[src/sv/assert_macros.svh]
// Assertion macros used by the RTL in serial_line_assembler.sv.
`ifndef ASSERT_MACROS_SVH
`define ASSERT_MACROS_SVH

// Same-cycle implication, disabled during reset.
`define ASSERT_IMPLY(lbl, ante, cons, msg) \
	lbl: assert property (@(posedge clk) disable iff (!arst_n) (ante) |-> (cons)) \
		else $error(msg);

// Next-cycle implication, disabled during reset.
`define ASSERT_NEXT(lbl, ante, cons, msg) \
	lbl: assert property (@(posedge clk) disable iff (!arst_n) (ante) |=> (cons)) \
		else $error(msg);

`endif

[src/sv/sla_pkg.sv]
// Constants for the serial line assembler.
package sla_pkg;

	localparam int LINE_DEPTH_DEF = 64;

	localparam logic [7:0] KEY_BACKSPACE = 8'd127;
	localparam logic [7:0] KEY_CR        = 8'd13;
	localparam logic [7:0] KEY_LF        = 8'd10;

endpackage

[src/sv/serial_line_assembler.sv]
// Serial line assembler: builds a command line from received bytes and plays it back.
// Received bytes arrive one transaction at a time on the s_ stream. An ordinary byte,
// a backspace or an LF on an empty line is absorbed with no output. A CR or LF on
// a non-empty line of n bytes replays the line from the line store on the m_ stream,
// then a newline marked tlast; the store has one registered read port, so each stored
// byte passes through a fetch state and then a send state (address, then send). The input
// is not ready during a replay. A CR on an empty line gives one transaction with tuser
// set (empty-line notice, tdata zero, tlast set). A line that grows to LINE_DEPTH bytes
// is dropped without notice. There is no clearing pass after reset.
`include "assert_macros.svh"

module serial_line_assembler #(
	parameter int LINE_DEPTH = sla_pkg::LINE_DEPTH_DEF
) (
	input  logic       clk,
	input  logic       arst_n,
	input  logic       s_tvalid,
	output logic       s_tready,
	input  logic [7:0] s_tdata,   // [7:0] rx_byte
	output logic       m_tvalid,
	input  logic       m_tready,
	output logic [7:0] m_tdata,   // [7:0] out_byte
	output logic [0:0] m_tuser,   // [0] out_empty
	output logic       m_tlast
);

	localparam int CW = $clog2(LINE_DEPTH);
	localparam logic [CW:0] DEPTH_V = (CW+1)'(LINE_DEPTH);

	localparam logic [2:0] S_IDLE  = 3'd0;
	localparam logic [2:0] S_FETCH = 3'd1;
	localparam logic [2:0] S_SEND  = 3'd2;
	localparam logic [2:0] S_NL    = 3'd3;
	localparam logic [2:0] S_EMPTY = 3'd4;

	logic [2:0]    state_q;
	logic [CW-1:0] count_q;
	logic [CW-1:0] rd_idx_q;
	logic [7:0]    rd_data_q;
	logic [7:0]    line_store_q [LINE_DEPTH];

	logic          out_valid_q;
	logic [7:0]    out_byte_q;
	logic          out_empty_q;
	logic          out_last_q;

	logic          in_xfer;
	logic          out_free;
	logic          out_load;
	logic          is_term;
	logic          do_append;
	logic [CW:0]   cnt_inc;
	logic [CW:0]   idx_inc;

	assign s_tready  = (state_q == S_IDLE);
	assign in_xfer   = s_tvalid && s_tready;
	assign out_free  = !out_valid_q || m_tready;
	assign out_load  = out_free
		&& (state_q == S_SEND || state_q == S_NL || state_q == S_EMPTY);
	assign is_term   = (s_tdata == sla_pkg::KEY_CR) || (s_tdata == sla_pkg::KEY_LF);
	assign do_append = in_xfer && !is_term && (s_tdata != sla_pkg::KEY_BACKSPACE);
	assign cnt_inc   = {1'b0, count_q} + 1'b1;
	assign idx_inc   = {1'b0, rd_idx_q} + 1'b1;

	assign m_tvalid   = out_valid_q;
	assign m_tdata    = out_byte_q;
	assign m_tuser[0] = out_empty_q;
	assign m_tlast    = out_last_q;

	// line store: one write port (append), one registered read port (replay)
	always_ff @(posedge clk) begin
		if (do_append) begin
			line_store_q[count_q] <= s_tdata;
		end
		rd_data_q <= line_store_q[rd_idx_q];
	end

	always_ff @(posedge clk or negedge arst_n) begin
		if (!arst_n) begin
			state_q     <= S_IDLE;
			count_q     <= '0;
			rd_idx_q    <= '0;
			out_valid_q <= 1'b0;
		end else begin
			out_valid_q <= out_load || (out_valid_q && !m_tready);
			case (state_q)
				S_IDLE: begin
					if (in_xfer) begin
						if (is_term) begin
							rd_idx_q <= '0;
							if (count_q != '0) begin
								state_q <= S_FETCH;
							end else if (s_tdata == sla_pkg::KEY_CR) begin
								state_q <= S_EMPTY;
							end
						end else if (s_tdata == sla_pkg::KEY_BACKSPACE) begin
							if (count_q != '0) begin
								count_q <= count_q - 1'b1;
							end
						end else begin
							// overflow drops the whole line
							count_q <= (cnt_inc == DEPTH_V) ? '0 : cnt_inc[CW-1:0];
						end
					end
				end
				S_FETCH: begin
					state_q <= S_SEND;
				end
				S_SEND: begin
					if (out_free) begin
						if (idx_inc == {1'b0, count_q}) begin
							state_q <= S_NL;
						end else begin
							rd_idx_q <= idx_inc[CW-1:0];
							state_q  <= S_FETCH;
						end
					end
				end
				S_NL: begin
					if (out_free) begin
						count_q <= '0;
						state_q <= S_IDLE;
					end
				end
				S_EMPTY: begin
					if (out_free) begin
						state_q <= S_IDLE;
					end
				end
				default: begin
					state_q <= S_IDLE;
				end
			endcase
		end
	end

	// output payload, loaded whenever a result leaves the sequencer
	always_ff @(posedge clk) begin
		if (out_free) begin
			case (state_q)
				S_SEND: begin
					out_byte_q  <= rd_data_q;
					out_empty_q <= 1'b0;
					out_last_q  <= 1'b0;
				end
				S_NL: begin
					out_byte_q  <= sla_pkg::KEY_LF;
					out_empty_q <= 1'b0;
					out_last_q  <= 1'b1;
				end
				S_EMPTY: begin
					out_byte_q  <= '0;
					out_empty_q <= 1'b1;
					out_last_q  <= 1'b1;
				end
				default: begin
					out_byte_q  <= out_byte_q;
					out_empty_q <= out_empty_q;
					out_last_q  <= out_last_q;
				end
			endcase
		end
	end

	`ASSERT_IMPLY(a_count_range, 1'b1, {1'b0, count_q} < DEPTH_V, "line count reached depth")
	`ASSERT_IMPLY(a_idx_in_line, state_q == S_SEND || state_q == S_FETCH, rd_idx_q < count_q,
		"replay index beyond stored line")
	`ASSERT_NEXT(a_nl_clears, state_q == S_NL && out_free,
		count_q == '0 && state_q == S_IDLE && m_tvalid && m_tlast, "newline did not end the line")
	`ASSERT_IMPLY(a_notice_form, m_tvalid && m_tuser[0], m_tlast && m_tdata == '0,
		"malformed empty-line notice")

endmodule
[config.mk]
export PLATFORM = sky130hd
export DESIGN_NAME = serial_line_assembler
export DESIGN_NICKNAME = d
export VERILOG_FILES = /design/src/sv/sla_pkg.sv /design/src/sv/serial_line_assembler.sv
export VERILOG_INCLUDE_DIRS = /design/src /design/src/sv
export SDC_FILE = /design/constraint.sdc
export NUM_CORES = 1
export LEC_CHECK = 0
export BUFFER_PORTS_ARGS = -buffer_cell sky130_fd_sc_hd__clkbuf_2
export CELL_PAD_IN_SITES_DETAIL_PLACEMENT = 1
export CELL_PAD_IN_SITES_GLOBAL_PLACEMENT = 2
export CORE_AREA = 2 2 206 208
export CTS_CLUSTER_SIZE = 12
export DETAILED_ROUTE_END_ITERATION = 10
export DIE_AREA = 0 0 208 210
export GPL_TIMING_DRIVEN = 0
export PLACE_DENSITY_LB_ADDON = 0.1
export SYNTH_ARGS = -nofsm -noshare
export SYNTH_HDL_FRONTEND = slang
export SYNTH_SLANG_ARGS = --single-unit
export TNS_END_PERCENT = 5
[constraint.sdc]
create_clock -name clk -period 6.27 [get_ports clk]
set_input_delay 0.3135 -clock clk [delete_from_list [all_inputs] [get_ports clk]]
set_output_delay 0.3135 -clock clk [all_outputs]
set_load 0.05 [all_outputs]
==> reports/results.ini, run 1 <==
[run_status]
outcome = completed

[yosys]
synthFlopType = edfxtp_1
synthArstFlopShare_pct = 2.93
synth_edf_count = 522
synth-simple-area-share_pct = 4.33
synth_xor_area_share_pct = 0.324
syn_area_um2 = 21600
synthAdderAreaFrac_pct = 0.231
syn_inst = 1099
synth_fp_nets = 1115
synth_area_per_cell_um2 = 19.7
ys_types = 63
yosysSeqAreaShare_pct = 75.0
synth_compound_area_share_pct = 4.79
synth_top_family_by_area = multiplexers
yosysWarnings = 0
ys_ff_latch = 546
synthMuxAreaShare_pct = 13.5

[clock_tree]
cts_buffers = 54
post_cts_buffers = 0
h-tree-depth = 2
clkSinkCount = 546
cts-root-buf = clkbuf_16
clk_path_buf_depth = 3
clk_latency_ns = 0.60
cts_tree = yes
ctsResizeCount = 0
cts.clk_slew.worst_paths_ns = 0.06

[timing]
setup_viol = 0
period_share_pct = 66.1
finalHoldViolCount = 0
worst_slack_ns = 2.12
maxSlewHeadroom_pct = 28.6
worst_slew_pin_slew_ns = 1.07
clock_skew_ns = 0.0270
timing.hold.ws_ns = 0.0554
rsz0062_at_grt = false
tns_ns = 0
drv_slew = 0
finalCriticalPeriod_ns = 4.15
max_freq_mhz = 241

[critical_path]
startpoint_type = flop
cp_cell_sequence = buf_2 > nor2_1 > nand2_1 > nor4_1 > nand3_1 > nor2_1
crit_path_max_fanout = 10
r2r-end = line_store_q[38][5]$_DFFE_PP_
required_ns = 6.48
regToRegStartpoint = state_q[2]$_DFFE_PN0P_
path_class = flop to flop
reg2regPathDepth = 6
r2r_slack_ns = 2.12
critPathArrivalTime_ns = 4.36
cp_top_family = simple AND/OR/NAND/NOR gates
slowest_stage = nor2_1
crit_buf_inv = 1
cp_common_cell = nor2_1
worstSetupEndpointType = flop
cp_slowest_stage_delay_ns = 1.12

[placement]
dpl.hpwl_um = 35500
pre_cts_slack_ns = 1.26
gp_congestion = 0.846
placed_cell_area_um2 = 22500
portBuffers = 23

[pwr]
switchingPower_mw = 2.90
power_frac_comb_pct = 25.6
p_leak_nw = 7.55
switching_share_pct = 29.4
power_mw = 9.84
powerDensity_nw_per_um2 = 407
peakVddDrop_v = 0.000264
seq_power_share_pct = 43.3
p_int_mw = 6.94
clkPwrFrac_pct = 31.0

[job]
cap_violations = 0

[detailed_routing]
drtPass1Iterations = 5
drt_iter0_drc = 1041
finalWirelength_um = 55400
via_per_inst = 6.39
drc = 0
avgRoutedWirePerCell_um = 31.5
final_antenna_net_count = 0
num_vias = 11225

[floorplanning]
dieHeight_um = 210
die_x_um = 208
dieArea_um2 = 43700
core_region_area_um2 = 41500
ios = 24
row_count = 75
initial_core_util_pct = 52.2

[worst_hold_path]
worst_hold_path.endpoint = m_tvalid$_DFF_PN0_
hold_depth = 3
min_path_type = input pin to flop
hold_start = m_tready

[layout]
area_growth_pct = 11.7
nFillCells = 3593
layout-drive-gt1-share_pct = 21.5
n_antenna_cell = 0
postLayoutCellArea_um2 = 24200
final_nets = 1200

[global_routing]
antenna_found_initial = 1
grt_max_degree = 69
grt_use_total_pct = 25.7
grt_pass1_wl_um = 79700
grt-ovfl-total = 0
grt_pass1_vias = 11545

-- flip-flops by register name, summed over array words and instances, names as in the netlist --
| register | flops |
|---|---|
| m_tlast | 1 |
| count_q | 6 |
| m_tdata | 8 |
| m_tuser | 1 |
| m_tvalid | 1 |
| rd_idx_q | 6 |
| line_store_q | 512 |
| state_q | 3 |
| rd_data_q | 8 |
-- kinds of logic (layout without fill, tap and decap cells) --
logic type | after synthesis | after routing
xor+xnor | 8 | 8
compound gates | 146 | 146
flops | 546 | 546
buf+inv | 72 | 192
fa+ha+maj | 4 | 4
mux | 134 | 134
simple gates | 189 | 189
-- through the flow --
stage                     utilization, %  cells
after global placement              54.1   1661
after CTS                           58.1   1755
after global routing                58.3   1758
after detailed placement            54.2   1663
after floorplan                        -   1099
final                               58.3   1758
-- power groups by stage --
stage	logic, mW	clock network [mW]	registers, mW
floorplan	1.64	0	4.36
global placement	2.48	0	4.33
detailed placement	2.51	0	4.34
CTS	2.52	3.10	4.26
global route	2.67	3.22	4.27
finish	2.52	3.05	4.26
-- repair_timing --
item                                   CTS  global route
setup endpoints to repair                0             0
hold buffers                             1             0
endpoints found under the hold margin   16             0
-- Yosys cell counts, types with 8 or more instances --
cell type	number	area share [%]
a22oi_1	54	1.9
buf_2	8	0.19
buf_4	9	0.31
nand3_1	10	0.23
a21oi_1	34	0.79
nor2b_1	8	0.23
nor2_1	85	1.5
inv_1	9	0.16
clkbuf_1	32	0.56
o21ai_0	16	0.37
mux4_2	126	13
nand2_1	25	0.43
dfxtp_1	8	0.74
dfrtp_1	16	1.9
or4_1	8	0.28
edfxtp_1	522	72
and2_1	8	0.23
-- per-layer routing --
layer	share of wire, %	up-vias	GRT usage [%]	wire (um)
met5	0	-	0	0
met4	2.5	0	7.02	1410
met3	7.4	82	5.44	4110
met2	47	426	39.8	26100
met1	43	6007	37.7	23800
li1	-	4710	-	-
-- placed cells by master (no fill, tap or decap), types with 5 or more instances in the layout --
master | synthesis | final
a21oi_1 | 34 | 34
a22oi_1 | 54 | 54
a31oi_1 | 6 | 6
and2_1 | 8 | 8
and3_1 | 6 | 6
buf_1 | 5 | 5
buf_12 | 1 | 6
buf_2 | 8 | 11
buf_4 | 9 | 12
buf_6 | 6 | 6
clkbuf_1 | 32 | 57
clkbuf_16 | 0 | 55
clkbuf_2 | 1 | 18
dfrtp_1 | 16 | 16
dfxtp_1 | 8 | 8
edfxtp_1 | 522 | 522
inv_1 | 9 | 9
mux2_2 | 5 | 5
mux4_2 | 126 | 126
nand2_1 | 25 | 25
nand2b_1 | 5 | 5
nand3_1 | 10 | 10
nor2_1 | 85 | 85
nor2b_1 | 8 | 8
o21ai_0 | 16 | 16
o22ai_1 | 5 | 5
or4_1 | 8 | 8
-- worst min-delay path: stages --
cell and delay, ns:
clkbuf_2 0.08, nand2b_1 0.15, nand2_1 0.07
-- how the worst max path moves through the flow --
stage	start	endpoint	slack, ns	cells past startpoint
finish	state_q[2]$_DFFE_PN0P_	line_store_q[38][5]$_DFFE_PP_	2.12	6
floorplan	state_q[2]$_DFFE_PN0P_	line_store_q[62][0]$_DFFE_PP_	3.82	6
global route	state_q[2]$_DFFE_PN0P_	line_store_q[38][5]$_DFFE_PP_	1.94	6
global placement	s_tdata[1]	line_store_q[39][6]$_DFFE_PP_	1.55	6
detailed placement	s_tdata[2]	line_store_q[38][2]$_DFFE_PP_	1.26	6
CTS	s_tdata[2]	line_store_q[38][5]$_DFFE_PP_	1.91	6
-- cell type report --
type / instances / area [um^2] / area share (%)
Tap cell: 539 / 674 / 2.79
Clock buffer: 82 / 1500 / 6.20
Inverter: 9 / 33.8 / 0.140
Multi-Input combinational cell: 481 / 5020 / 20.8
Clock inverter: 9 / 121 / 0.502
Sequential cell: 546 / 16200 / 67.2
Timing Repair Buffer: 29 / 233 / 0.963
Buffer: 63 / 354 / 1.47
Power figures use the tool's default switching activity.
==> inputs of run 2 (changes only) <==
- CORE_AREA: 2 2 206 208 -> 2 2 223 225
- DIE_AREA: 0 0 208 210 -> 0 0 225 227
- clock period: 6.27 -> 3.44 ns (I/O delays scaled with it)
==> run 2 against run 1 <==
The run now ends with setup timing left. Critical path depth stayed put. Clock power is 87% higher. Register-to-register slack worse by 2.1 ns. First-iteration DRC count is 1.4% higher. Fmax is 20% higher. Clock skew is 0.010 ns lower. Non-clock buffer count is 3 higher. Largest power group unchanged.
==> reports/results.ini, run 2 (synthesis results as in run 1) <==
[run_status]
outcome = finished, violations left
violations = setup timing

[clock_tree]
cts-root-buf = clkbuf_16
cts_buffers = 55  ; +1.9%
clk_path_buf_depth = 3  ; unchanged
cts.clk_slew.worst_paths_ns = 0.06  ; about the same
h-tree-depth = 2  ; unchanged
post_cts_buffers = 0  ; unchanged
clk_latency_ns = 0.61  ; about the same
cts_tree = yes
clkSinkCount = 546  ; unchanged

[floorplanning]
dieHeight_um = 227  ; +8.1%
die_x_um = 225  ; +8.2%
ios = 24  ; unchanged
initial_core_util_pct = 44.6  ; -7.6 points
row_count = 81  ; +8.0%
dieArea_um2 = 51100  ; +17%
core_region_area_um2 = 48500  ; +17%

[critical_path]
path_class = flop to flop
cp_top_family = simple AND/OR/NAND/NOR gates
slowest_stage = nor2_2
r2r_slack_ns = -0.007  ; -2.13 ns
crit_path_max_fanout = 10  ; unchanged
worstSetupEndpointType = flop
crit_buf_inv = 1  ; unchanged
startpoint_type = flop
required_ns = 3.68  ; -2.80 ns
cp_cell_sequence = buf_2 > nor2_1 > nand2_1 > nor4_2 > nand3_2 > nor2_2
cp_slowest_stage_delay_ns = 0.69  ; -0.43 ns
critPathArrivalTime_ns = 3.68  ; -0.68 ns

[job]
cap_violations = 0  ; unchanged

[placement]
gp_congestion = 0.809  ; -4.3%
portBuffers = 23  ; unchanged
placed_cell_area_um2 = 22600  ; +0.48%
dpl.hpwl_um = 35800  ; +0.90%

[worst_hold_path]
min_path_type = input pin to flop

[layout]
multi_input_area_um2 = 5280  ; +5.2%
layout_commonest_cell = edfxtp_1
area_growth_pct = 13.7
layout-drive-gt1-share_pct = 27.9  ; +6.4 points
largest_register_ffs = 512  ; unchanged
n_antenna_cell = 0  ; unchanged
final_nets = 1204  ; +0.33%
largest_register = line_store_q
final_util_pct = 50.7  ; -7.6 points
postLayoutCellArea_um2 = 24600  ; +1.8%
ff_latch_area_um2 = 16200  ; unchanged
layout_common_cells = edfxtp_1 (522), mux4_2 (126), clkbuf_16 (56)
nFillCells = 4359  ; +21%

[detailed_routing]
final_antenna_net_count = 0  ; unchanged
finalWirelength_um = 56600  ; +2.3%
num_vias = 11086  ; -1.2%
drt_iter0_drc = 1056  ; +1.4%
avgRoutedWirePerCell_um = 30.7  ; -2.6%
drc = 0  ; unchanged
drtPass1Iterations = 6  ; +1
via_per_inst = 6.01  ; -5.9%

[timing]
rsz0062_at_grt = true
max_freq_mhz = 290  ; +20%
finalCriticalPeriod_ns = 3.45  ; -0.699 ns
worst_slew_pin_slew_ns = 1.03  ; -0.0412 ns
period_share_pct = 100  ; +34 points
worst_slack_ns = -0.00719  ; -2.13 ns
setup_viol = 2  ; +2
maxSlewHeadroom_pct = 31.6  ; +3.0 points
clock_skew_ns = 0.0168  ; -0.0102 ns
drv_slew = 0  ; unchanged
finalHoldViolCount = 0  ; unchanged

[pwr]
powerDensity_nw_per_um2 = 742  ; +82%
power_mw = 18.3  ; +86%
p_leak_nw = 7.59  ; +0.50%
peakVddDrop_v = 0.000437  ; +65%

[global_routing]
grt-ovfl-total = 0  ; unchanged
grt_pass1_wl_um = 81600  ; +2.4%
antenna_found_initial = 1  ; unchanged
grt_use_total_pct = 22.9  ; -2.9 points
grt_max_degree = 70  ; +1.4%
grt_pass1_vias = 11295  ; -2.2%

-- run 2: cell count changes in the layout (fill, tap and decap cells not counted), sizes merged --
cell,before,now
clkinv,5,8
dlygate4sd3,1,4
buf,41,39
bufinv,3,2
clkbuf,132,133
clkinvlp,0,1
-- run 2: worst paths after layout --
check,from,end,cells past startpoint
max,state_q[2]$_DFFE_PN0P_,line_store_q[14][4]$_DFFE_PP_,6
min,s_tdata[0],line_store_q[19][0]$_DFFE_PP_,1
max reg2reg,state_q[2]$_DFFE_PN0P_,line_store_q[14][4]$_DFFE_PP_,6
min reg2reg,rd_data_q[7]$_DFF_P_,m_tdata[7]$_DFFE_PP_,1
max in group asynchronous,arst_n,rd_idx_q[0]$_DFFE_PN0P_,2
min in group asynchronous,arst_n,count_q[0]$_DFFE_PN0P_,2
-- run 2: worst register-to-register path: cells and delay by family (launching register included) --
| kind | cells | cell delay (ns) |
|---|---|---|
| buffers and inverters | 1 | 0.18 |
| and+or+nand+nor | 5 | 2.53 |
| DFF | 1 | 0.38 |
-- run 2: routing by layer --
| metal | routed length [um] | global-route usage [%] | vias to the layer above |
|---|---|---|---|
| li1 | - | - | 4721 |
| met1 | 25600 | 34.4 | 5916 |
| met5 | 13 | 0 | - |
| met4 | 1380 | 5.94 | 2 |
| met3 | 3780 | 4.38 | 82 |
| met2 | 25900 | 34.6 | 365 |
-- run 2: cell type report --
type,instances,share of cell area [%]
buffer,63,1.44
clock buffer,81,6.28
clock inverter,12,0.493
inverter,9,0.137
multi-input combinational,481,21.4
sequential,546,66.0
tap,622,3.16
timing repair buffer,32,1.07
-- run 2: stage by stage --
stage	setup TNS (ns)	setup WS, ns	instances	hold slack, ns
after floorplan	0	0.985	1099	-0.124
after global placement	-507.44	-1.19	1744	0.160
after detailed placement	-504.88	-1.22	1746	0.164
after CTS	-83.25	-0.301	1842	0.0411
after global routing	-22.26	-0.162	1846	0.00515
final	-0.0140	-0.00719	1846	0.0336
-- run 2: report_power, final --
| group | switching [mW] | total [mW] | internal (mW) |
|---|---|---|---|
| Clock | 2.46 | 5.69 | 3.23 |
| Combinational | 2.98 | 4.82 | 1.84 |
| Sequential | 0.123 | 7.76 | 7.63 |
-- run 2: what timing repair did --
item,4_1_cts,5_1_grt
hold buffers,3,1
hold endpoints to repair,19,12
pin swaps,0,0
endpoints found under the setup margin,512,514
resized for setup,75,13
